**config.mk**
```make
export PLATFORM = sky130hd
export DESIGN_NAME = ook_pulse_width_bit_decoder_unit_flat
export DESIGN_NICKNAME = d
export VERILOG_FILES = /design/src/rtl/core/ookpw_pkg.sv /design/src/rtl/core/ookpw_sample_if.sv /design/src/rtl/core/ookpw_result_if.sv /design/src/rtl/core/ook_pulse_width_bit_decoder_unit.sv /design/src/flat_wrapper.sv
export VERILOG_INCLUDE_DIRS = /design/src /design/src/rtl/core
export SDC_FILE = /design/constraint.sdc
export NUM_CORES = 1
export LEC_CHECK = 0
export BUFFER_PORTS_ARGS = -buffer_cell sky130_fd_sc_hd__buf_4
export CAP_MARGIN = 20
export CORE_MARGIN = 2
export CORE_UTILIZATION = 62
export CTS_CLUSTER_DIAMETER = 120
export DETAILED_ROUTE_END_ITERATION = 8
export GPL_TIMING_DRIVEN = 0
export PLACE_DENSITY = 0.87
export SLEW_MARGIN = 20
export SYNTH_ARGS = -nofsm -noshare
export SYNTH_HDL_FRONTEND = slang
export SYNTH_SLANG_ARGS = --single-unit
export TNS_END_PERCENT = 20
```
**constraint.sdc**
```tcl
create_clock -name clk -period 8.2 [get_ports clk]
set_input_delay 0 -clock clk [delete_from_list [all_inputs] [get_ports clk]]
set_output_delay 0 -clock clk [all_outputs]
set_load 0.005 [all_outputs]
```
**src/rtl/core/ook_pulse_width_bit_decoder_unit_defines.svh**
```systemverilog
// ----------------------------------------------------------------------------
// OOK pulse width decoder assertion macros
// Clocked assertion helpers shared by the decoder RTL.
// ----------------------------------------------------------------------------
`ifndef OOK_PULSE_WIDTH_BIT_DECODER_UNIT_DEFINES_SVH
`define OOK_PULSE_WIDTH_BIT_DECODER_UNIT_DEFINES_SVH

`ifndef SYNTHESIS
`define OOKPW_ASSERT(lbl, prop) \
	lbl: assert property (@(posedge clk) disable iff (!arst_n) prop) \
		else $error("ookpw: property violated");
`define OOKPW_NEVER(lbl, expr) \
	lbl: assert property (@(posedge clk) disable iff (!arst_n) !(expr)) \
		else $error("ookpw: forbidden condition seen");
`else
`define OOKPW_ASSERT(lbl, prop)
`define OOKPW_NEVER(lbl, expr)
`endif

`endif

```
**src/rtl/core/ookpw_pkg.sv**
```systemverilog
// ----------------------------------------------------------------------------
// OOK pulse width decoder package
// Widths, register map, result codes and result type of the decoder.
// ----------------------------------------------------------------------------
package ookpw_pkg;

	localparam int RUN_BITS_DEF        = 16;
	localparam int MAX_SYMBOL_BITS_DEF = 128;

	localparam int GAP_W   = 4;
	localparam int MINB_W  = 7;
	localparam int CNT_W   = 7;
	localparam int DATA_W  = 32;
	localparam int ADDR_W  = 3;

	localparam logic [GAP_W-1:0]  GAP_FACTOR_RST      = GAP_W'(4);
	localparam logic [MINB_W-1:0] MIN_SYMBOL_BITS_RST = MINB_W'(13);

	localparam logic REG_GAP_FACTOR      = 1'b0;
	localparam logic REG_MIN_SYMBOL_BITS = 1'b1;

	localparam logic KIND_BIT = 1'b0;
	localparam logic KIND_EOS = 1'b1;

	typedef struct packed {
		logic             kind;
		logic             bit_value;
		logic             low_duty;
		logic [CNT_W-1:0] bit_position;
		logic [CNT_W-1:0] symbol_length;
		logic             long_enough;
		logic             last;
	} result_t;

endpackage

```
**src/rtl/core/ookpw_sample_if.sv**
```systemverilog
// ----------------------------------------------------------------------------
// OOK sample channel
// Valid/ready channel carrying one demodulated carrier sample per beat.
// ----------------------------------------------------------------------------
interface ookpw_sample_if;
	logic valid;
	logic ready;
	logic sample_bit;

	modport source (output valid, output sample_bit, input ready);
	modport sink (input valid, input sample_bit, output ready);
endinterface

```
**src/rtl/core/ookpw_result_if.sv**
```systemverilog
// ----------------------------------------------------------------------------
// OOK result channel
// Valid/ready channel carrying one decoded bit or end of symbol per beat.
// ----------------------------------------------------------------------------
interface ookpw_result_if;
	import ookpw_pkg::*;

	logic             valid;
	logic             ready;
	logic             kind;
	logic             bit_value;
	logic             low_duty;
	logic [CNT_W-1:0] bit_position;
	logic [CNT_W-1:0] symbol_length;
	logic             long_enough;
	logic             last;

	modport source (
		output valid, output kind, output bit_value, output low_duty,
		output bit_position, output symbol_length, output long_enough, output last,
		input ready
	);
	modport sink (
		input valid, input kind, input bit_value, input low_duty,
		input bit_position, input symbol_length, input long_enough, input last,
		output ready
	);
endinterface

```
**src/rtl/core/ook_pulse_width_bit_decoder_unit.sv**
```systemverilog
// ----------------------------------------------------------------------------
// OOK pulse width bit decoder
// Measures high and low runs of the carrier and decodes one bit per period.
// ----------------------------------------------------------------------------
// Path: an accepted sample beat is registered in the input stage, then its results enter the result queue.
// Throughput: one sample per cycle; the run update and bit decision fit in one
// stage, and a 4-entry result queue absorbs the extra end of symbol beat.
// Samples stall only while the queue has fewer than two free entries.
// Reset: arst_n clears runs, bit index, queue and stage valid, and loads
// gap_factor = 4 and min_symbol_bits = 13.
`include "ook_pulse_width_bit_decoder_unit_defines.svh"

module ook_pulse_width_bit_decoder_unit #(
	parameter int RUN_BITS        = ookpw_pkg::RUN_BITS_DEF,
	parameter int MAX_SYMBOL_BITS = ookpw_pkg::MAX_SYMBOL_BITS_DEF
) (
	input  logic                          clk,
	input  logic                          arst_n,
	input  logic                          psel,
	input  logic                          penable,
	input  logic                          pwrite,
	input  logic [ookpw_pkg::ADDR_W-1:0]  paddr,
	input  logic [ookpw_pkg::DATA_W-1:0]  pwdata,
	output logic [ookpw_pkg::DATA_W-1:0]  prdata,
	output logic                          pready,
	ookpw_sample_if.sink                  sample,
	ookpw_result_if.source                result
);
	import ookpw_pkg::*;

	localparam int RUN_W      = RUN_BITS;
	localparam int LOW_W      = RUN_BITS + 4;
	localparam int CMP_W      = LOW_W + 2;
	localparam int IDX_W      = $clog2(MAX_SYMBOL_BITS);
	localparam int LEN_CMP_W  = (IDX_W > MINB_W) ? IDX_W : MINB_W;
	localparam int FIFO_DEPTH = 4;
	localparam int PTR_W      = $clog2(FIFO_DEPTH);
	localparam int FCNT_W     = $clog2(FIFO_DEPTH + 1);

	logic [GAP_W-1:0]  gap_factor_q;
	logic [MINB_W-1:0] min_symbol_bits_q;

	logic              valid_s1;
	logic              sample_s1;
	logic              adv;

	logic              counting_low_q;
	logic [RUN_W-1:0]  high_run_q;
	logic [LOW_W-1:0]  low_run_q;
	logic [IDX_W-1:0]  bit_idx_q;

	logic              counting_low_d;
	logic [RUN_W-1:0]  high_run_d;
	logic [LOW_W-1:0]  low_run_d;
	logic [IDX_W-1:0]  bit_idx_d;
	logic [IDX_W-1:0]  idx_inc;
	logic [LOW_W-1:0]  low_eff;
	logic [LOW_W-1:0]  gap_prod;
	logic [CMP_W-1:0]  high_x2;
	logic [CMP_W-1:0]  high_x4;
	logic [CMP_W-1:0]  low_x3;
	logic              chk;
	logic              tmo;
	logic [1:0]        n_push;
	result_t           res0;
	result_t           res1;

	result_t           fifo_q [FIFO_DEPTH];
	logic [PTR_W-1:0]  wr_ptr_q;
	logic [PTR_W-1:0]  rd_ptr_q;
	logic [FCNT_W-1:0] count_q;
	logic              pop;
	logic              cfg_wr;
	logic              reg_idx;

	// configuration port
	assign pready  = 1'b1;
	assign cfg_wr  = psel && penable && pwrite && pready;
	assign reg_idx = paddr[ADDR_W-1];

	always_ff @(posedge clk or negedge arst_n) begin
		if (!arst_n) begin
			gap_factor_q      <= GAP_FACTOR_RST;
			min_symbol_bits_q <= MIN_SYMBOL_BITS_RST;
		end else if (cfg_wr) begin
			unique case (reg_idx)
				REG_GAP_FACTOR:      gap_factor_q      <= pwdata[GAP_W-1:0];
				REG_MIN_SYMBOL_BITS: min_symbol_bits_q <= pwdata[MINB_W-1:0];
				default:             gap_factor_q      <= gap_factor_q;
			endcase
		end
	end

	always_comb begin
		unique case (reg_idx)
			REG_GAP_FACTOR:      prdata = DATA_W'(gap_factor_q);
			REG_MIN_SYMBOL_BITS: prdata = DATA_W'(min_symbol_bits_q);
			default:             prdata = '0;
		endcase
	end

	// input stage
	assign adv          = valid_s1 && (count_q <= FCNT_W'(FIFO_DEPTH - 2));
	assign sample.ready = !valid_s1 || adv;

	always_ff @(posedge clk or negedge arst_n) begin
		if (!arst_n) begin
			valid_s1 <= 1'b0;
		end else if (sample.ready) begin
			valid_s1 <= sample.valid;
		end
	end

	always_ff @(posedge clk) begin
		if (sample.valid && sample.ready) begin
			sample_s1 <= sample.sample_bit;
		end
	end

	// run measurement and bit decision
	always_comb begin
		if (!counting_low_q) begin
			low_eff = LOW_W'(1);
		end else if (sample_s1 || (low_run_q == '1)) begin
			low_eff = low_run_q;
		end else begin
			low_eff = low_run_q + 1'b1;
		end

		gap_prod = LOW_W'(gap_factor_q) * LOW_W'(high_run_q);
		high_x2  = CMP_W'(high_run_q) << 1;
		high_x4  = CMP_W'(high_run_q) << 2;
		low_x3   = CMP_W'(low_eff) + (CMP_W'(low_eff) << 1);
		idx_inc  = (bit_idx_q == IDX_W'(MAX_SYMBOL_BITS - 1)) ? '0 : bit_idx_q + 1'b1;

		res0.kind          = KIND_BIT;
		res0.bit_value     = high_x2 > low_x3;
		res0.low_duty      = high_x4 <= CMP_W'(low_eff);
		res0.bit_position  = CNT_W'(bit_idx_q);
		res0.symbol_length = '0;
		res0.long_enough   = 1'b0;
		res0.last          = 1'b0;

		res1.kind          = KIND_EOS;
		res1.bit_value     = 1'b0;
		res1.low_duty      = 1'b0;
		res1.bit_position  = '0;
		res1.symbol_length = CNT_W'(idx_inc);
		res1.long_enough   = LEN_CMP_W'(idx_inc) > LEN_CMP_W'(min_symbol_bits_q);
		res1.last          = 1'b1;

		counting_low_d = counting_low_q;
		high_run_d     = high_run_q;
		low_run_d      = low_run_q;
		bit_idx_d      = bit_idx_q;
		n_push         = 2'd0;
		chk            = 1'b0;
		tmo            = 1'b0;

		if (!counting_low_q) begin
			if (sample_s1) begin
				if (high_run_q != '1) begin
					high_run_d = high_run_q + 1'b1;
				end
			end else if (high_run_q != '0) begin
				chk = 1'b1;
			end
		end else if (sample_s1) begin
			n_push         = 2'd1;
			res0.last      = 1'b1;
			counting_low_d = 1'b0;
			high_run_d     = RUN_W'(1);
			low_run_d      = '0;
			bit_idx_d      = idx_inc;
		end else begin
			chk = 1'b1;
		end

		if (chk) begin
			if (low_eff > gap_prod) begin
				tmo            = 1'b1;
				n_push         = 2'd2;
				counting_low_d = 1'b0;
				high_run_d     = '0;
				low_run_d      = '0;
				bit_idx_d      = '0;
			end else begin
				counting_low_d = 1'b1;
				low_run_d      = low_eff;
			end
		end
	end

	always_ff @(posedge clk or negedge arst_n) begin
		if (!arst_n) begin
			counting_low_q <= 1'b0;
			high_run_q     <= '0;
			low_run_q      <= '0;
			bit_idx_q      <= '0;
		end else if (adv) begin
			counting_low_q <= counting_low_d;
			high_run_q     <= high_run_d;
			low_run_q      <= low_run_d;
			bit_idx_q      <= bit_idx_d;
		end
	end

	// result queue
	assign pop = result.valid && result.ready;

	always_ff @(posedge clk or negedge arst_n) begin
		if (!arst_n) begin
			wr_ptr_q <= '0;
			rd_ptr_q <= '0;
			count_q  <= '0;
		end else begin
			if (adv) begin
				wr_ptr_q <= wr_ptr_q + PTR_W'(n_push);
			end
			if (pop) begin
				rd_ptr_q <= rd_ptr_q + 1'b1;
			end
			count_q <= count_q + (adv ? FCNT_W'(n_push) : '0) - FCNT_W'(pop);
		end
	end

	always_ff @(posedge clk) begin
		if (adv && (n_push != 2'd0)) begin
			fifo_q[wr_ptr_q] <= res0;
		end
		if (adv && (n_push == 2'd2)) begin
			fifo_q[wr_ptr_q + 1'b1] <= res1;
		end
	end

	assign result.valid         = count_q != '0;
	assign result.kind          = fifo_q[rd_ptr_q].kind;
	assign result.bit_value     = fifo_q[rd_ptr_q].bit_value;
	assign result.low_duty      = fifo_q[rd_ptr_q].low_duty;
	assign result.bit_position  = fifo_q[rd_ptr_q].bit_position;
	assign result.symbol_length = fifo_q[rd_ptr_q].symbol_length;
	assign result.long_enough   = fifo_q[rd_ptr_q].long_enough;
	assign result.last          = fifo_q[rd_ptr_q].last;

	`OOKPW_NEVER(a_queue_overflow, count_q > FCNT_W'(FIFO_DEPTH))
	`OOKPW_NEVER(a_low_without_high, counting_low_q && (high_run_q == '0))
	`OOKPW_ASSERT(a_timeout_rearm, adv && tmo |=> !counting_low_q && (high_run_q == '0))
	`OOKPW_ASSERT(a_eos_is_last, result.valid && (result.kind == KIND_EOS) |-> result.last)
	`OOKPW_ASSERT(a_stall_when_full, (count_q > FCNT_W'(FIFO_DEPTH - 2)) |-> !adv)

endmodule
```
**src/flat_wrapper.sv**
```systemverilog
// flat-port wrapper written by rule: the top's interface ports become plain ports
module ook_pulse_width_bit_decoder_unit_flat import ookpw_pkg::*;
#(
	parameter int RUN_BITS        = ookpw_pkg::RUN_BITS_DEF,
	parameter int MAX_SYMBOL_BITS = ookpw_pkg::MAX_SYMBOL_BITS_DEF
)
  (clk, arst_n, psel, penable, pwrite, paddr, pwdata, prdata, pready, sample_valid, sample_sample_bit, sample_ready, result_valid, result_kind, result_bit_value, result_low_duty, result_bit_position, result_symbol_length, result_long_enough, result_last, result_ready);
  ookpw_sample_if sample_i ();
  ookpw_result_if result_i ();
  input  logic clk;
  input  logic arst_n;
  input  logic psel;
  input  logic penable;
  input  logic pwrite;
  input  logic [ookpw_pkg::ADDR_W-1:0] paddr;
  input  logic [ookpw_pkg::DATA_W-1:0] pwdata;
  output logic [ookpw_pkg::DATA_W-1:0] prdata;
  output logic pready;
  input wire logic [$bits(sample_i.valid)-1:0] sample_valid;
  input wire logic [$bits(sample_i.sample_bit)-1:0] sample_sample_bit;
  output wire logic [$bits(sample_i.ready)-1:0] sample_ready;
  output wire logic [$bits(result_i.valid)-1:0] result_valid;
  output wire logic [$bits(result_i.kind)-1:0] result_kind;
  output wire logic [$bits(result_i.bit_value)-1:0] result_bit_value;
  output wire logic [$bits(result_i.low_duty)-1:0] result_low_duty;
  output wire logic [$bits(result_i.bit_position)-1:0] result_bit_position;
  output wire logic [$bits(result_i.symbol_length)-1:0] result_symbol_length;
  output wire logic [$bits(result_i.long_enough)-1:0] result_long_enough;
  output wire logic [$bits(result_i.last)-1:0] result_last;
  input wire logic [$bits(result_i.ready)-1:0] result_ready;
  assign sample_i.valid = sample_valid;
  assign sample_i.sample_bit = sample_sample_bit;
  assign sample_ready = sample_i.ready;
  assign result_valid = result_i.valid;
  assign result_kind = result_i.kind;
  assign result_bit_value = result_i.bit_value;
  assign result_low_duty = result_i.low_duty;
  assign result_bit_position = result_i.bit_position;
  assign result_symbol_length = result_i.symbol_length;
  assign result_long_enough = result_i.long_enough;
  assign result_last = result_i.last;
  assign result_i.ready = result_ready;
  ook_pulse_width_bit_decoder_unit #(.RUN_BITS(RUN_BITS), .MAX_SYMBOL_BITS(MAX_SYMBOL_BITS)) u_core (.clk(clk), .arst_n(arst_n), .psel(psel), .penable(penable), .pwrite(pwrite), .paddr(paddr), .pwdata(pwdata), .prdata(prdata), .pready(pready), .sample(sample_i), .result(result_i));
endmodule
```
==> impl_metrics.yaml, run 1 <==
logic_synthesis:
  synth_most_common_cell: "inv_1"
  synth_ff_type: "dfrtp_1"
  synth_async_sr_flop_share: 0.450
  ys_seq_area_frac: 0.303
  synth-edff-count: 33
  synthCells: 1256
  yosys_warnings: 0
  synth_cell_types: 83
  netlist_area_sq_um: 11400
  synth.avg_cell_area_sq_um: 9.07
  yosys-top-cells-area: "dfrtp_1, ha_1, edfxtp_1"
  synth_top_area_frac: 0.130
  yosys_register_bits: 140
  synth_commonest_cells: "inv_1, nand2_1, ha_1, nor2_1, o21ai_0"
  synth_top_area_cell: "dfrtp_1"
floorplan:
  die_h_um: 140
  die_area_sq_um: 19500
  top_level_ports: 97
  num_rows: 49
  initial_utilization: 0.632
  die_w_um: 140
  coreArea_sq_um: 18000
sta:
  fin_crit_ps: 7690
  finClkSkew_ps: 16.5
  setup_viol: 0
  period_share: 0.938
  tns_ps: 0
  slew_headroom: 0.363
  hold_viol_final: 0
  fmax_ghz: 0.130
  tightest_slew_ps: 956
  rsz0062_at_grt: "no"
  drv_slew: 0
grt:
  antenna_found_initial: 0
  track_usage: 0.316
  grt_max_degree: 64
  grt_pass1_wl_mm: 49.5
  overflow: 0
  grt_pass1_vias: 9928
power:
  p_sw_frac: 0.398
  intPower_mw: 1.72
  p_switching_mw: 1.14
  power_density_nw_per_um2: 223
  p_clk_frac: 0.282
  peakVddDrop_mv: 0.277
  p_leak_nw: 6.13
  p_comb_frac: 0.398
  sequentialPowerShare: 0.320
clock_network:
  clock-sinks: 140
  clk_path_buf_depth: 2
  post_cts_resized: 0
  cts_tree: "built"
  clk_pin_slew_ps: 70
  clk_latency_ps: 440
  htree_levels: 4
  root_buffer: "clkbuf_16"
  cts_made_buffers: 17
  cts_setup_buffers: 0
  hold_buffers: 10
worst_setup_path:
  critical_path_class: "register to register"
  slowest_stage: "dfstp_2"
  slowest_delay_ps: 640
  crit_fanout: 10
  arrival_ps: 8040
  start_kind: "register"
  cpMostUsedCell: "fa_1"
  cp-end-kind: "register"
  required_ps: 8540
finish:
  drive_above_1_share: 0.128
  synthToLayoutAreaGrowth_pct: 12.5
  fillerInstances: 1250
  antenna_cells: 0
  final_nets: 1537
  design_area_sq_um: 12800
drt:
  antenna_left: 0
  drt_wl_total_mm: 30.4
  drtIter0Drc: 1178
  vias: 10077
  firstDrtPassIters: 6
  drcViolationCount: 0
  vias_per_cell: 6.33
  routedWlPerCell_um: 19.1
run:
  cap_violations: 0
placement:
  dp_hpwl_mm: 22.0
  gp_congestion: 0.921
  portBuffers: 42
  postPlaceCellArea_sq_um: 12100
worst_hold_path:
  hold_class: "input pin to register"
status:
  status: "finished, final reports clean"
==> path summary, 6_finish.rpt <==
kind	from	end	slack (ps)	depth (start not counted)
max	u_core.gap_factor_q[2]	u_core.count_q[2]	510	25
min	result_ready	u_core.rd_ptr_q[0]	40	3
min in group asynchronous	arst_n	u_core.low_run_q[17]	210	2
max reg2reg	u_core.gap_factor_q[2]	u_core.count_q[2]	510	25
min reg2reg	u_core.fifo_q[3][17]	u_core.fifo_q[3][17]	470	1
max in group asynchronous	arst_n	u_core.high_run_q[3]	7440	2
==> sequential cells by signal, indices dropped and copies added (netlist names) <==
register                  flops
u_core.high_run_q            16
u_core.bit_idx_q              7
u_core.min_symbol_bits_q      7
u_core.gap_factor_q           4
u_core.wr_ptr_q               2
u_core.low_run_q             20
u_core.rd_ptr_q               2
u_core.count_q                3
u_core.counting_low_q         1
u_core.sample_s1              1
u_core.valid_s1               1
u_core.fifo_q                76
==> stage by stage <==
step                hold slack, ps  setup WS [ps]  utilization  power (mW)  std cells
floorplan                     -296           1730            -        1.63       1280
global placement               135            523        0.671        1.94       1551
detailed placement             136            347        0.671        1.99       1551
CTS                           24.1            277        0.711        2.81       1593
global route                  37.6           13.3        0.711        2.98       1593
finish                        44.1            505        0.711        2.85       1593
==> cell families (layout without fill, tap and decap cells) <==
kind of cell | after synthesis | count (layout) | synth area share
buf+inv | 207 | 291 | 0.0790
mux | 42 | 42 | 0.0594
xor+xnor | 54 | 54 | 0.0415
compound gates | 272 | 272 | 0.164
simple gates | 396 | 396 | 0.175
flops | 140 | 140 | 0.303
fa+ha+maj | 143 | 143 | 0.177
other cells | 2 | 26 | 0.000659
==> power groups by stage <==
| stage | Combinational, mW | Sequential, mW | Clock (mW) |
|---|---|---|---|
| 6_report | 1.13 | 0.913 | 0.806 |
| 5_1_grt | 1.23 | 0.920 | 0.836 |
| 4_1_cts | 1.10 | 0.907 | 0.801 |
| 3_5_place_dp | 1.07 | 0.917 | 0 |
| 3_3_place_gp | 1.03 | 0.908 | 0 |
| 2_1_floorplan | 0.749 | 0.880 | 0 |
==> routing by layer <==
layer / routed length, um / global-route usage
met4: 1270 / 0.132
met2: 14800 / 0.528
met1: 11700 / 0.396
met5: 0 / 0
met3: 2650 / 0.0712
==> layout make-up <==
cell class	instances	area, sq um	area share
multi-input cells	933	7140	0.557
flip-flops and latches	140	3450	0.269
inverters	130	488	0.0381
clock buffers	17	425	0.0332
repair buffers	52	415	0.0324
plain buffers	77	412	0.0321
well taps	229	287	0.0224
clock inverters	15	198	0.0154
==> worst max-delay path, delay by kind of cell, from the launching register on <==
family,cells,cell delay [ps]
adders and majority gates,6,2590
buffers and inverters,3,610
and+or+nand+nor,5,1270
xor gates and xnor gates,3,460
AOI/OAI and AO/OA,8,2010
DFF,1,640
==> placed cells by master (no fill, tap or decap), types with 8 or more instances in the layout <==
cell type | synthesis | layout
edfxtp_1 | 33 | 33
a21oi_1 | 51 | 51
and3_1 | 12 | 12
nor3_1 | 15 | 15
mux2_2 | 15 | 15
nand2b_1 | 16 | 16
clkbuf_1 | 36 | 36
o21ai_0 | 61 | 61
clkbuf_16 | 0 | 17
dfrtp_1 | 59 | 59
mux2i_1 | 8 | 8
and2_1 | 55 | 55
nand4_1 | 23 | 23
or3_1 | 8 | 8
ha_1 | 113 | 113
xor2_1 | 22 | 22
buf_2 | 8 | 8
nor2_1 | 67 | 67
dfxtp_1 | 44 | 44
mux4_2 | 19 | 19
dlygate4sd3_1 | 0 | 10
nand3_1 | 46 | 46
o21a_1 | 11 | 11
buf_4 | 26 | 68
nor2b_1 | 9 | 9
conb_1 | 2 | 26
xnor2_1 | 32 | 32
a21o_1 | 27 | 27
nand2_1 | 118 | 118
fa_1 | 30 | 30
a31oi_1 | 28 | 28
inv_1 | 128 | 128
a22o_1 | 29 | 29
Power figures use the tool's default switching activity.
==> run 2, diff against run 1 <==
--- a/config.mk
+++ b/config.mk
@@ -8,12 +8,12 @@
 export LEC_CHECK = 0
 export BUFFER_PORTS_ARGS = -buffer_cell sky130_fd_sc_hd__buf_4
 export CAP_MARGIN = 20
-export CORE_MARGIN = 2
-export CORE_UTILIZATION = 62
+export CORE_MARGIN = 3
+export CORE_UTILIZATION = 56
 export CTS_CLUSTER_DIAMETER = 120
 export DETAILED_ROUTE_END_ITERATION = 8
 export GPL_TIMING_DRIVEN = 0
-export PLACE_DENSITY = 0.87
+export PLACE_DENSITY = 0.83
 export SLEW_MARGIN = 20
 export SYNTH_ARGS = -nofsm -noshare
 export SYNTH_HDL_FRONTEND = slang
==> constraint.sdc (replaced) <==
create_clock -name clk -period 6.2 [get_ports clk]
set_input_delay 0 -clock clk [delete_from_list [all_inputs] [get_ports clk]]
set_output_delay 0 -clock clk [all_outputs]
set_load 0.005 [all_outputs]
==> impl_metrics.yaml, run 2 (synthesized netlist as in run 1, its figures left out) <==
finish:
  drive_above_1_share: 0.213
  finalNonFillerCells: 1675
  final_nets: 1583
  regMostFlops: "u_core.fifo_q"
  antenna_cells: 0
  reg.largest.list: "u_core.fifo_q x76, u_core.low_run_q x20, u_core.high_run_q x16"
  largest_reg_flops: 76
  final_cell_mix: "inv_1, buf_4, nand2_1"
  fillerInstances: 1312
  synthToLayoutAreaGrowth_pct: 20.3
sta:
  rsz0062_at_grt: "yes"
  fmax_ghz: 0.159
  drv_slew: 0
  hold_viol_final: 0
  tightest_slew_ps: 992
  hold_ws_ps: 150
  setup_viol: 14
  fin_ws_ps: -72.6
  fin_crit_ps: 6270
  finClkSkew_ps: 15.4
  slew_headroom: 0.338
  period_share: 1.01
drt:
  vias: 10593
  drtIter0Drc: 1212
  firstDrtPassIters: 6
  antenna_left: 0
  routedWlPerCell_um: 20.4
  drcViolationCount: 0
  vias_per_cell: 6.32
  drt_wl_total_mm: 34.2
status:
  status: "complete, but fails checks"
  violations: "setup timing"
worst_setup_path:
  crit_path_start: "u_core.gap_factor_q[3]"
  slowest_stage: "fa_1"
  worst-path-stages: 27
  cpMostUsedCell: "ha_4"
  crit_fanout: 7
  cp-end-kind: "register"
  start_kind: "register"
  required_ps: 6520
  cp-endpoint: "u_core.count_q[2]"
  worstReg2RegStart: "u_core.gap_factor_q[3]"
  critical_path_class: "register to register"
  crit_family: "adder cells"
  r2r-end: "u_core.count_q[2]"
  slowest_delay_ps: 580
  worst-r2r-cell-count: 27
  path_buf_inv: 6
  arrival_ps: 6590
  ff2ff_setup_slack_ps: -70
power:
  power_density_nw_per_um2: 294
  peakVddDrop_mv: 0.196
  power_mw: 4.03
  p_leak_nw: 6.38
floorplan:
  initial_utilization: 0.578
  top_level_ports: 97
  die_h_um: 149
  die_area_sq_um: 22100
  num_rows: 51
  coreArea_sq_um: 19700
  die_w_um: 149
worst_hold_path:
  hold_depth: 3
  hold_class: "input pin to register"
placement:
  dp_cells: 1587
  dp_hpwl_mm: 21.9
  portBuffers: 42
  gp_congestion: 0.945
clock_network:
  clk_latency_ps: 440
  cts_tree: "built"
  root_buffer: "clkbuf_16"
  clk_pin_slew_ps: 70
  htree_levels: 4
  clk_path_buf_depth: 2
  clock-sinks: 140
  cts_made_buffers: 17
grt:
  overflow: 0
  track_usage: 0.287
  grt_max_degree: 64
  grt_pass1_wl_mm: 51.0
  antenna_found_initial: 0
  grt_pass1_vias: 10169
run:
  cap_violations: 0
-- run 2: cell count changes in the layout (fill, tap and decap cells not counted), sizes merged --
cell and change:
clkinvlp +3, clkbuf -11, buf +57, dlygate4sd3 +1, inv -4
-- run 2: area by class of cell --
type                       count  area [sq um]  share of cell area
multi-input combinational    933          7530               0.549
clock inverter                14           150              0.0110
tap                          265           332              0.0242
buffer                        65           400              0.0292
inverter                     130           495              0.0361
timing repair buffer         110           881              0.0643
sequential                   140          3470               0.253
clock buffer                  18           450              0.0329
-- run 2: how the worst min path moves through the flow --
stage                                         to   start  slack, ps
after detailed placement    u_core.low_run_q[13]  arst_n        140
after global routing      u_core.gap_factor_q[3]  pwrite        170
after CTS                 u_core.gap_factor_q[3]  pwrite        110
final                     u_core.gap_factor_q[3]  pwrite        150
after floorplan              u_core.bit_idx_q[0]  arst_n       -300
after global placement      u_core.low_run_q[17]  arst_n        140
-- run 2: worst reg2reg max path, stage by stage, from the launching register on --
cell and delay (ps):
dfrtp_2 440, buf_8 150, and2_1 160, fa_1 580, inv_1 90, fa_1 540
inv_1 70, ha_4 240, nand2_1 80, o21ai_2 70, o211ai_1 280, a311oi_2 170
o21a_1 220, o21a_1 200, o311a_1 370, ha_4 280, nand4_1 150, or2_4 290
buf_4 140, a2111oi_4 180, buf_4 220, nor3_4 80, nor2_2 170, inv_2 70
ha_4 220, fa_2 380, xor2_2 170, xnor2_1 130
-- run 2: power breakdown --
| part | switching, mW | internal (mW) | leakage (nW) |
|---|---|---|---|
| registers | 0.139 | 1.08 | 1.48 |
| clock network | 0.463 | 0.592 | 0.292 |
| logic | 0.984 | 0.763 | 4.61 |
-- run 2: routing by layer --
metal,vias up,GRT usage,routed length (um)
met2,699,0.487,16800
met1,5043,0.360,12500
met3,180,0.0494,3180
li1,4671,-,-
met5,-,0,0
met4,0,0.130,1700
-- run 2: per-stage QoR --
stage,cell area (sq um),worst slack (ps),setup TNS (ps),util
finish,13700,-72.6,-414,0.695
global route,13700,-235,-9720,0.695
CTS,13200,-42.5,-94.1,0.670
detailed placement,12200,-1250,-103820,0.616
global placement,12200,-1070,-81630,0.616
floorplan,11500,8.79,0,-
-- run 2: timing repair --
| item | 4_1_cts | 5_1_grt |
|---|---|---|
| pin swaps | 28 | 38 |
| resized for setup | 57 | 45 |
| setup buffers | 23 | 34 |
| endpoints found under the hold margin | 74 | 0 |
| endpoints found under the setup margin | 155 | 141 |
| hold buffers | 11 | 0 |
==> run 3, diff against run 2 <==
==> constraint.sdc (replaced) <==
create_clock -name clk -period 6.2 [get_ports clk]
set_input_delay 0.31 -clock clk [delete_from_list [all_inputs] [get_ports clk]]
set_output_delay 0.31 -clock clk [all_outputs]
set_load 0.005 [all_outputs]
==> impl_metrics.yaml, run 3 (synthesized netlist as in run 1, its figures left out) <==
placement:
  preCtsSetupSlack_ps: -1250
  portBuffers: 42
  gp_congestion: 0.945
  dp_hpwl_mm: 21.9
sta:
  slew_headroom: 0.349
  hold_ws_ps: -27.5
  fin_ws_ps: 0.388
  tightest_slew_ps: 976
  setup_viol: 0
  fin_crit_ps: 6200
  period_share: 1.00
  hold_viol_final: 14
  rsz0062_at_grt: "yes"
  finClkSkew_ps: 11.1
  drv_slew: 0
  fmax_ghz: 0.161
clock_network:
  htree_levels: 4
  clk_path_buf_depth: 2
  hold_buffers: 0
  clk_pin_slew_ps: 70
  root_buffer: "clkbuf_16"
  cts_made_buffers: 17
  clk_latency_ps: 430
  clock-sinks: 140
  cts_tree: "built"
status:
  status: "complete, but fails checks"
  violations: "hold timing"
floorplan:
  coreArea_sq_um: 19700
  initial_utilization: 0.578
  num_rows: 51
  top_level_ports: 97
  die_w_um: 149
  die_h_um: 149
  die_area_sq_um: 22100
finish:
  largest_reg_flops: 76
  multi_input_area_sq_um: 7520
  fin_util: 0.688
  antenna_cells: 0
  reg.largest.list: "u_core.fifo_q x76, u_core.low_run_q x20, u_core.high_run_q x16"
  final_nets: 1569
  regMostFlops: "u_core.fifo_q"
  final_cell_mix: "inv_1, buf_4, nand2_1"
  drive_above_1_share: 0.213
  ff_latch_area_sq_um: 3470
  fillerInstances: 1342
  synthToLayoutAreaGrowth_pct: 19.0
  layout_commonest_cell: "inv_1"
drt:
  top_layer_used: "met4"
  wl_met1_mm: 12.3
  met2WireLength_mm: 16.2
  antenna_left: 0
  drcViolationCount: 0
  drtIter0Drc: 1096
  firstDrtPassIters: 7
  vias: 10334
  wl_met3_mm: 2.80
  routedWlPerCell_um: 19.8
  drt_wl_total_mm: 32.9
  vias_per_cell: 6.22
power:
  peakVddDrop_mv: 0.196
  p_leak_nw: 6.31
  power_density_nw_per_um2: 294
grt:
  antenna_found_initial: 0
  track_usage: 0.284
  grt_pass1_vias: 10064
  grt_max_degree: 64
  grt_pass1_wl_mm: 50.5
  overflow: 0
worst_setup_path:
  cpMostUsedCell: "ha_4"
  worstReg2RegStart: "u_core.gap_factor_q[3]"
  start_kind: "register"
  critical_path_class: "register to register"
  slowest_delay_ps: 530
  required_ps: 6520
  slowest_stage: "fa_1"
  cp-end-kind: "register"
  crit_path_start: "u_core.gap_factor_q[3]"
  r2r-end: "u_core.count_q[2]"
  worst-r2r-cell-count: 27
  ff2ff_setup_slack_ps: 0.4
  arrival_ps: 6520
  crit_fanout: 7
run:
  cap_violations: 0
worst_hold_path:
  hold_class: "input pin to async pin"
run 3: how the worst max path moves through the flow:
| stage | endpoint | cells after the start |
|---|---|---|
| final | u_core.count_q[2] | 27 |
| after global routing | u_core.count_q[2] | 26 |
| after CTS | u_core.count_q[2] | 28 |
| after detailed placement | u_core.count_q[2] | 24 |
| after global placement | u_core.count_q[2] | 24 |
| after floorplan | u_core.count_q[2] | 26 |
run 3: what timing repair did:
action | 4_1_cts | 5_1_grt
endpoints found under the setup margin | 155 | 141
hold endpoints to repair | 0 | 0
gates resized for setup | 57 | 42
gates cloned | 0 | 0
setup buffers | 23 | 31
pin swaps | 28 | 36
run 3: per-stage QoR:
step           cells  hold slack [ps]  total power, mW  instance area [sq um]  TNS (ps)
3_5_place_dp    1587              449             2.64                  12200   -103820
5_1_grt         1661             25.1             4.16                  13600     -5280
4_1_cts         1631            0.504             3.80                  13100     -94.1
6_report        1661            -27.5             3.98                  13600         0
2_1_floorplan   1280             14.4             2.17                  11500         0
3_3_place_gp    1587              442             2.59                  12200    -81630
run 3: worst max-delay path, delay by kind of cell (launching register included):
| family | cells | cell delay (ps) |
|---|---|---|
| fa+ha+maj | 6 | 2170 |
| compound gates | 7 | 1580 |
| xor+xnor | 2 | 310 |
| buf+inv | 6 | 680 |
| simple gates | 6 | 900 |
| flops | 1 | 440 |
run 3: area by class of cell:
class,instances,share of cell area
Buffer,65,0.0295
Clock buffer,18,0.0332
Clock inverter,14,0.0111
Inverter,130,0.0365
Multi-Input combinational cell,933,0.554
Sequential cell,140,0.256
Tap cell,265,0.0244
Timing Repair Buffer,96,0.0549
run 3: routing by layer:
metal | global-route usage | up-vias
met5 | 0 | -
met4 | 0.126 | 0
met3 | 0.0491 | 153
met2 | 0.484 | 604
met1 | 0.355 | 4931
li1 | - | 4646
run 3: where the power goes:
| part | switching, mW | leakage [nW] | total [mW] | internal [mW] |
|---|---|---|---|---|
| combinational | 0.959 | 4.54 | 1.71 | 0.752 |
| clock | 0.460 | 0.292 | 1.05 | 0.592 |
| sequential | 0.139 | 1.48 | 1.22 | 1.08 |
| total | 1.56 | 6.31 | 3.98 | 2.43 |
